[src/hw/rtl/npcc_pkg.sv]
// package for the nearest palette color classifier
// holds field widths, request codes, candidate and write structs, compare helper
// no dependencies
`timescale 1ns / 1ps

package npcc_pkg;

  localparam int PAL_DEPTH     = 16;
  localparam int IDX_W         = 4;
  localparam int CHAN_W        = 8;
  localparam int COLOR_W       = 3 * CHAN_W;
  localparam int DIST_W        = 10;
  localparam int SGR_W         = 7;
  localparam int ALPHA_OUT_W   = 3;
  localparam int CHAN_MAX      = 255;
  localparam int SGR_LOW_BASE  = 30;
  localparam int SGR_HIGH_BASE = 82;

  localparam logic REQ_WRITE    = 1'b0;
  localparam logic REQ_CLASSIFY = 1'b1;

  typedef struct packed {
    logic [DIST_W-1:0] dsum;
    logic [IDX_W-1:0]  idx;
  } cand_t;

  typedef struct packed {
    logic               en;
    logic [IDX_W-1:0]   idx;
    logic [COLOR_W-1:0] color;
  } pal_wr_t;

  // keeps the lower-index candidate unless the other is strictly closer
  function automatic cand_t pick_lower(input cand_t lo, input cand_t hi);
    pick_lower = (hi.dsum < lo.dsum) ? hi : lo;
  endfunction

endpackage

[src/hw/rtl/npcc_palette.sv]
// palette storage and one l1 distance lane per entry
// depends on npcc_pkg
`timescale 1ns / 1ps

module npcc_palette (
  input  logic                    clk_i,
  input  npcc_pkg::pal_wr_t       wr_i,
  input  logic [7:0]              red_i,
  input  logic [7:0]              green_i,
  input  logic [7:0]              blue_i,
  output logic [9:0]              dist_o [16]
);
  import npcc_pkg::*;

  logic [COLOR_W-1:0] pal_q [PAL_DEPTH];

  always_ff @(posedge clk_i) begin
    if (wr_i.en) begin
      pal_q[wr_i.idx] <= wr_i.color;
    end
  end

  function automatic logic [CHAN_W-1:0] abs_diff(input logic [CHAN_W-1:0] a,
                                                 input logic [CHAN_W-1:0] b);
    abs_diff = (a > b) ? (a - b) : (b - a);
  endfunction

  for (genvar i = 0; i < PAL_DEPTH; i++) begin : g_lane
    logic [CHAN_W-1:0] dr, dg, db;
    assign dr = abs_diff(red_i,   pal_q[i][23:16]);
    assign dg = abs_diff(green_i, pal_q[i][15:8]);
    assign db = abs_diff(blue_i,  pal_q[i][7:0]);
    assign dist_o[i] = {2'b00, dr} + {2'b00, dg} + {2'b00, db};
  end

endmodule

[src/hw/rtl/npcc_argmin4.sv]
// two-level compare tree, four candidates down to one, lowest index on ties
// depends on npcc_pkg
`timescale 1ns / 1ps

module npcc_argmin4 (
  input  npcc_pkg::cand_t cand_i [4],
  output npcc_pkg::cand_t best_o
);
  import npcc_pkg::*;

  cand_t left, right;

  assign left   = pick_lower(cand_i[0], cand_i[1]);
  assign right  = pick_lower(cand_i[2], cand_i[3]);
  assign best_o = pick_lower(left, right);

endmodule

[src/hw/rtl/npcc_alpha_quant.sv]
// alpha quantizer: rounded level by constant thresholds, clamped to the top level
// depends on npcc_pkg
`timescale 1ns / 1ps

module npcc_alpha_quant #(
  parameter int ALPHA_LEVELS = 8
) (
  input  logic [7:0]                        alpha_i,
  output logic [$clog2(ALPHA_LEVELS)-1:0]   level_o
);
  import npcc_pkg::*;

  localparam int LVL_W    = $clog2(ALPHA_LEVELS);
  localparam int STEP_RAW = CHAN_MAX / ALPHA_LEVELS;
  localparam int STEP     = (STEP_RAW == 0) ? 1 : STEP_RAW;
  localparam int HALF     = STEP / 2;
  localparam int TOP      = ALPHA_LEVELS - 1;

  always_comb begin
    level_o = '0;
    if (int'(alpha_i) > CHAN_MAX - HALF) begin
      level_o = LVL_W'(TOP);
    end else begin
      // thresholds rise with k, so the last one passed is the level
      for (int k = 1; k <= TOP; k++) begin
        if ({2'b00, alpha_i} >= 10'(k * STEP - HALF)) begin
          level_o = LVL_W'(k);
        end
      end
    end
  end

endmodule

[src/hw/rtl/nearest_palette_color_classifier.sv]
// top level of the nearest palette color classifier
// depends on npcc_pkg, npcc_palette, npcc_argmin4, npcc_alpha_quant
`timescale 1ns / 1ps

// Classifies RGBA pixels against a 16-entry palette loaded by write transactions.
// A write transaction (req_type 0) stores red/green/blue at entry_index and gives no
// result; a classify transaction (req_type 1) gives one result: the nearest entry by
// sum of absolute channel differences (lowest index on a tie), that distance, its
// terminal color code, and alpha quantized to ALPHA_LEVELS levels (low 3 bits).
// The pipeline takes one transaction per clock and has three register stages: the
// sixteen distance lanes, a 16-to-4 compare tree, and a 4-to-1 compare tree that
// feeds the output register; only a held-off result stalls the input.
// The palette is read at acceptance, so a write is seen by every later pixel.
// Entries never written since reset hold arbitrary values; load all sixteen first.

module nearest_palette_color_classifier #(
  parameter int ALPHA_LEVELS = 8
) (
  input  logic       clk_i,
  input  logic       rst_ni,
  input  logic       in_valid_i,
  output logic       in_ready_o,
  input  logic       req_type_i,
  input  logic [3:0] entry_index_i,
  input  logic [7:0] red_i,
  input  logic [7:0] green_i,
  input  logic [7:0] blue_i,
  input  logic [7:0] alpha_i,
  output logic       out_valid_o,
  input  logic       out_ready_i,
  output logic [3:0] palette_index_o,
  output logic [9:0] distance_o,
  output logic [6:0] sgr_code_o,
  output logic [2:0] alpha_level_o
);
  import npcc_pkg::*;

  localparam int LVL_W = $clog2(ALPHA_LEVELS);

  // stage advance: a stage moves when it is empty or the next one moves
  logic s1_adv, s2_adv, s3_adv;
  logic in_acc;

  // stage 1: per-entry distances and alpha level
  logic              s1_valid_q;
  logic [DIST_W-1:0] s1_dist_q [PAL_DEPTH];
  logic [LVL_W-1:0]  s1_lvl_q;

  // stage 2: four winners of the first tree half
  logic              s2_valid_q;
  cand_t             s2_cand_q [4];
  logic [LVL_W-1:0]  s2_lvl_q;

  // stage 3: output register
  logic              s3_valid_q;
  logic [IDX_W-1:0]  s3_idx_q;
  logic [DIST_W-1:0] s3_dist_q;
  logic [SGR_W-1:0]  s3_sgr_q;
  logic [2:0]        s3_alpha_q;

  assign s3_adv     = !s3_valid_q || out_ready_i;
  assign s2_adv     = !s2_valid_q || s3_adv;
  assign s1_adv     = !s1_valid_q || s2_adv;
  assign in_ready_o = s1_adv;
  assign in_acc     = in_valid_i && in_ready_o;

  // palette write and distance lanes, read at acceptance
  pal_wr_t           pal_wr;
  logic [DIST_W-1:0] lane_dist [PAL_DEPTH];
  logic [LVL_W-1:0]  lvl_d;

  assign pal_wr.en    = in_acc && (req_type_i == REQ_WRITE);
  assign pal_wr.idx   = entry_index_i;
  assign pal_wr.color = {red_i, green_i, blue_i};

  npcc_palette u_palette (
    .clk_i   (clk_i),
    .wr_i    (pal_wr),
    .red_i   (red_i),
    .green_i (green_i),
    .blue_i  (blue_i),
    .dist_o  (lane_dist)
  );

  npcc_alpha_quant #(
    .ALPHA_LEVELS (ALPHA_LEVELS)
  ) u_alpha_quant (
    .alpha_i (alpha_i),
    .level_o (lvl_d)
  );

  // first tree half: four groups of four lanes
  cand_t grp_best [4];

  for (genvar g = 0; g < 4; g++) begin : g_grp
    cand_t grp_cand [4];
    for (genvar j = 0; j < 4; j++) begin : g_cand
      assign grp_cand[j].dsum = s1_dist_q[4*g+j];
      assign grp_cand[j].idx  = IDX_W'(4*g+j);
    end
    npcc_argmin4 u_argmin (
      .cand_i (grp_cand),
      .best_o (grp_best[g])
    );
  end

  // second tree half and terminal color code
  cand_t            fin_best;
  logic [SGR_W-1:0] sgr_d;

  npcc_argmin4 u_argmin_fin (
    .cand_i (s2_cand_q),
    .best_o (fin_best)
  );

  // entries 0..7 map to the normal colors, 8..15 to the bright ones
  assign sgr_d = fin_best.idx[IDX_W-1]
               ? (SGR_W'(fin_best.idx) + SGR_W'(SGR_HIGH_BASE))
               : (SGR_W'(fin_best.idx) + SGR_W'(SGR_LOW_BASE));

  // valid bits travel with the data; a write enters stage 1 as an empty slot
  always_ff @(posedge clk_i or negedge rst_ni) begin
    if (!rst_ni) begin
      s1_valid_q <= 1'b0;
      s2_valid_q <= 1'b0;
      s3_valid_q <= 1'b0;
    end else begin
      if (s1_adv) begin
        s1_valid_q <= in_acc && (req_type_i == REQ_CLASSIFY);
      end
      if (s2_adv) begin
        s2_valid_q <= s1_valid_q;
      end
      if (s3_adv) begin
        s3_valid_q <= s2_valid_q;
      end
    end
  end

  // payload registers, no reset needed
  always_ff @(posedge clk_i) begin
    if (s1_adv) begin
      s1_dist_q <= lane_dist;
      s1_lvl_q  <= lvl_d;
    end
    if (s2_adv) begin
      s2_cand_q <= grp_best;
      s2_lvl_q  <= s1_lvl_q;
    end
    if (s3_adv) begin
      s3_idx_q   <= fin_best.idx;
      s3_dist_q  <= fin_best.dsum;
      s3_sgr_q   <= sgr_d;
      s3_alpha_q <= ALPHA_OUT_W'(s2_lvl_q);
    end
  end

  assign out_valid_o     = s3_valid_q;
  assign palette_index_o = s3_idx_q;
  assign distance_o      = s3_dist_q;
  assign sgr_code_o      = s3_sgr_q;
  assign alpha_level_o   = s3_alpha_q;

endmodule
[config.mk]
export PLATFORM = sky130hd
export DESIGN_NAME = nearest_palette_color_classifier
export DESIGN_NICKNAME = d
export VERILOG_FILES = /design/src/hw/rtl/npcc_pkg.sv /design/src/hw/rtl/npcc_palette.sv /design/src/hw/rtl/npcc_argmin4.sv /design/src/hw/rtl/npcc_alpha_quant.sv /design/src/hw/rtl/nearest_palette_color_classifier.sv
export SDC_FILE = /design/constraint.sdc
export NUM_CORES = 2
export LEC_CHECK = 0
export ABC_CLOCK_PERIOD_IN_PS = 13170
export BUFFER_PORTS_ARGS = -buffer_cell sky130_fd_sc_hd__buf_2
export CAP_MARGIN = 20
export CORE_AREA = 2 2 500 254
export DETAILED_ROUTE_END_ITERATION = 8
export DIE_AREA = 0 0 502 256
export GPL_TIMING_DRIVEN = 0
export PLACE_DENSITY_LB_ADDON = 0.08
export SLEW_MARGIN = 25
export SYNTH_ARGS = -nofsm -noshare
export SYNTH_HDL_FRONTEND = slang
export SYNTH_SLANG_ARGS = --single-unit
[constraint.sdc]
create_clock -name clk_i -period 13.17 [get_ports clk_i]
set_input_delay 3.2925 -clock clk_i [delete_from_list [all_inputs] [get_ports clk_i]]
set_output_delay 3.2925 -clock clk_i [all_outputs]
set_load 0.01 [all_outputs]
==> key figures <==
Finish
  – Layout cells sized above 1: 7.629%
  – Most common cell after layout, fill and taps aside: ha_1
  – Non-Filler Instances: 8129
  – Area Growth Syn to Fin: 9.823%
  – Most frequent cells in the layout: 1113 x ha_1, 986 x inv_1, 621 x edfxtp_1, 507 x a21oi_1, 318 x xnor2_1
  – Nets: 7663

Timing
  – Fin crit share: 69.70%
  – Tmin final: 9179 ps
  – Setup ws final: 3991 ps
  – RSZ-0062 raised after global routing: no
  – Final hold vios: 0
  – Slew @ Worst Pin: 1144 ps
  – Setup-failing EPs final: 0
  – Layout Skew: 27.82 ps
  – Relative slew slack: 23.15%
  – Highest Clock Rate: 0.1089 GHz
  – Slew Limit Fails: 0

Pwr
  – Sequential Power Share: 26.0%
  – Max rail drop VDD: 0.1463 mV
  – Switching Share: 44.00%
  – Gate power share: 56.5%
  – Clk pwr share: 17.5%
  – Switch Pwr: 5.437 mW
  – Pint: 6.920 mW
  – Leak Pwr: 31.80 nW
  – Power Density: 182.3 nW/um^2

Synthesis
  – Post-Syn Area: 61730 um^2
  – Number of synthesis warnings: 0
  – Post-Syn Nets: 7473
  – Synth unique cells: 79
  – Top_reg_cell synth: edfxtp_1
  – Asr flop ratio synth: 0.4808%
  – Xor/xnor cell area share of the yosys netlist: 6.726%
  – Sequential share of the synthesized area: 30.33%
  – Simple-Gate Fraction of Synth Area: 6.533%
  – Mapped Avg Cell Area: 9.970 um^2
  – Compound-Gate Fraction of Synth Area: 15.63%
  – Multiplexer share of the synthesized area: 7.180%
  – Synthesized flop and latch total: 624
  – Post-synth EDFFs: 621
  – Largest family of logic cells by synthesized area: adder cells
  – Post-synthesis adder-cell area fraction: 26.71%
  – Post-Synthesis Cells: 6191

CTS
  – Hold-fix buffers, CTS: 0
  – Clock-pin slew on the worst setup and hold paths: 70 ps
  – CTS root buf: clkbuf_16
  – Post-CTS sizing: 0
  – CTS tree: done
  – Clk sinks: 624
  – Clk_lat worst skew: 680 ps
  – Total setup buffers inserted after CTS: 0
  – Htree depth: 3
  – CTS Buf Count: 70
  – Max Buffers Root-to-Sink: 3

Flow run
  – # Max-Cap Violations: 0

GRT
  – Grt total ovfl: 0
  – Antenna violations before repair: 12
  – Vias in the first global route: 42340
  – Largest net degree at the start of global routing: 44
  – First-pass GRT wire length: 284800 um
  – Gr usage total: 30.00%

Placement
  – Placed Cells: 8001
  – Placement Setup Slack: 3535 ps
  – Number of I/O port buffers: 66
  – Post-DP HPWL: 146600 um
  – Placer Congestion: 0.9034

Route
  – Router iterations before antenna repair: 6
  – Initial DRC count: 5366
  – Met1 wire length: 103600 um
  – Post-Route WL: 195700 um
  – Routed wl met2: 65510 um
  – Top Metal Used: met5
  – Met3 Wirelength: 23300 um
  – Avg WL per Cell: 24.08 um
  – DR vias/cell: 5.736
  – # DRC: 0
  – Vias: 46626
  – Antenna viol nets, final: 0

Critical path
  – Worst R2R End: g_grp[2].grp_cand[13]$_DFFE_PN_
  – Worst setup path startpoint: green_i[0]
  – Critical Path Sink Type: register
  – Slowest cell delay on critical path: 770 ps
  – Crit-path cells: buf_4, inv_2, buf_12, ha_1, inv_1, fa_1, a21o_1, a21oi_1, o22ai_1, o22a_1, clkbuf_1, mux2i_1, xnor2_1, ha_1, xnor2_1, ha_1, a21oi_1, o21bai_1, a21oi_1, nor2b_1, o21a_1, o21a_1, o21a_1
  – R2R Path Start: u_palette.pal_q[11][11]$_DFFE_PP_
  – CP arrival: 9610 ps
  – Critical path peak fanout: 33
  – Crit path kind: in -> reg
  – Required time of the critical path: 13600 ps
  – R2R depth: 18
  – CP Launch Type: input port
  – CP max stage cell: xnor2_1
  – Flop2flop setup slack: 7580 ps

Floorplan
  – Die span in x: 502 um
  – # IOs: 67
  – Die area: 128500 um^2
  – Row count: 92
  – Core Region: 124400 um^2
  – Starting density of the core: 49.61%
  – Die Y: 256 um

Hold path
  – WHS Endpoint: s2_lvl_q[1]$_DFFE_PP_
  – Hold WC Path Type: reg -> reg
  – Hold Crit Start: s1_lvl_q[1]$_SDFFCE_PP1N_
  – Hold path depth: 0

Status
  – Run status: complete, no violations
flip-flops by register name, summed over array words and instances, names as in the netlist:
name / count
distance_o: 10
palette_index_o: 4
s1_lvl_q: 3
s2_lvl_q: 3
alpha_level_o: 3
s1_valid_q: 1
s2_cand_q: 48
u_palette.pal_q: 384
out_valid_o: 1
sgr_code_o: 6
g_grp.grp_cand: 160
s2_valid_q: 1
cell families (layout without fill, tap and decap cells):
| kind of cell | after synthesis | count (layout) |
|---|---|---|
| AND/OR/NAND/NOR | 834 | 834 |
| flip-flops | 624 | 624 |
| multiplexers | 426 | 426 |
| adder cells (fa/ha/maj) | 1241 | 1241 |
| XOR/XNOR | 474 | 474 |
| buffers and inverters | 1102 | 1347 |
| AO/OA/AOI/OAI | 1490 | 1490 |
| other | 0 | 1 |
Yosys cell counts, drive strengths merged (128+ instances only):
cell type	count	area [um^2]
mux2i	301	3013
a21o	210	1577
edfxtp	621	18650
inv	1007	3780
xor2	154	1349
nand2	209	784.5
xnor2	320	2803
ha	1113	13930
o21ai	248	1267
fa	128	2562
nor2	215	807.0
a21oi	509	2555
through the flow:
stage          hold slack (ps)  utilization, %  area, um^2  total power, mW  TNS, ps
6_report                 421.2           54.48       67790            12.36        0
3_5_place_dp             412.2           52.54       65380            10.02        0
5_1_grt                  444.6           54.48       67790            13.18        0
3_3_place_gp             402.3           51.57       64170            9.878  -925800
4_1_cts                  424.1           54.46       67770            12.23        0
2_1_floorplan            400.3               -       61730            7.852        0
worst max-delay path by stage:
stage,endpoint,slack [ps],cells after the start
2_1_floorplan,in_ready_o,2660,2
3_3_place_gp,u_palette.pal_q[0][0]$_DFFE_PP_,-3800,6
3_5_place_dp,g_grp[2].grp_cand[13]$_DFFE_PN_,3530,23
4_1_cts,g_grp[2].grp_cand[13]$_DFFE_PN_,4220,23
5_1_grt,g_grp[2].grp_cand[13]$_DFFE_PN_,3810,25
6_report,g_grp[2].grp_cand[13]$_DFFE_PN_,3990,23
power by group through the flow:
stage | Sequential, mW | Clock [mW] | Combinational, mW
6_report | 3.21 | 2.16 | 6.99
2_1_floorplan | 3.12 | 0 | 4.74
5_1_grt | 3.25 | 2.27 | 7.66
4_1_cts | 3.20 | 2.20 | 6.83
3_5_place_dp | 3.24 | 0 | 6.78
3_3_place_gp | 3.24 | 0 | 6.63
metal layers:
layer	global-route usage, %	up-vias
met5	0	-
met4	5.069	2
li1	-	22279
met3	9.643	192
met1	50.80	22279
met2	35.14	1874
critical path, delay by kind of cell:
family	cells	cell delay (ps)
AO/OA/AOI/OAI	10	1750
XOR/XNOR	2	1170
AND/OR/NAND/NOR	1	80
buffers and inverters	5	1850
adder cells (fa/ha/maj)	4	1200
multiplexers	1	170
cell type report:
type / instances / area [um^2]
Clock buffer: 84 / 1889
Fill cell: 11087 / 56640
Clock inverter: 43 / 505.5
Antenna cell: 1 / 2.502
Sequential cell: 624 / 18720
Inverter: 1007 / 3795
Buffer: 95 / 470.5
Tap cell: 1692 / 2117
Timing Repair Buffer: 118 / 1389
Multi-Input combinational cell: 4465 / 38900
No activity file was read; power rests on OpenSTA's default activity.
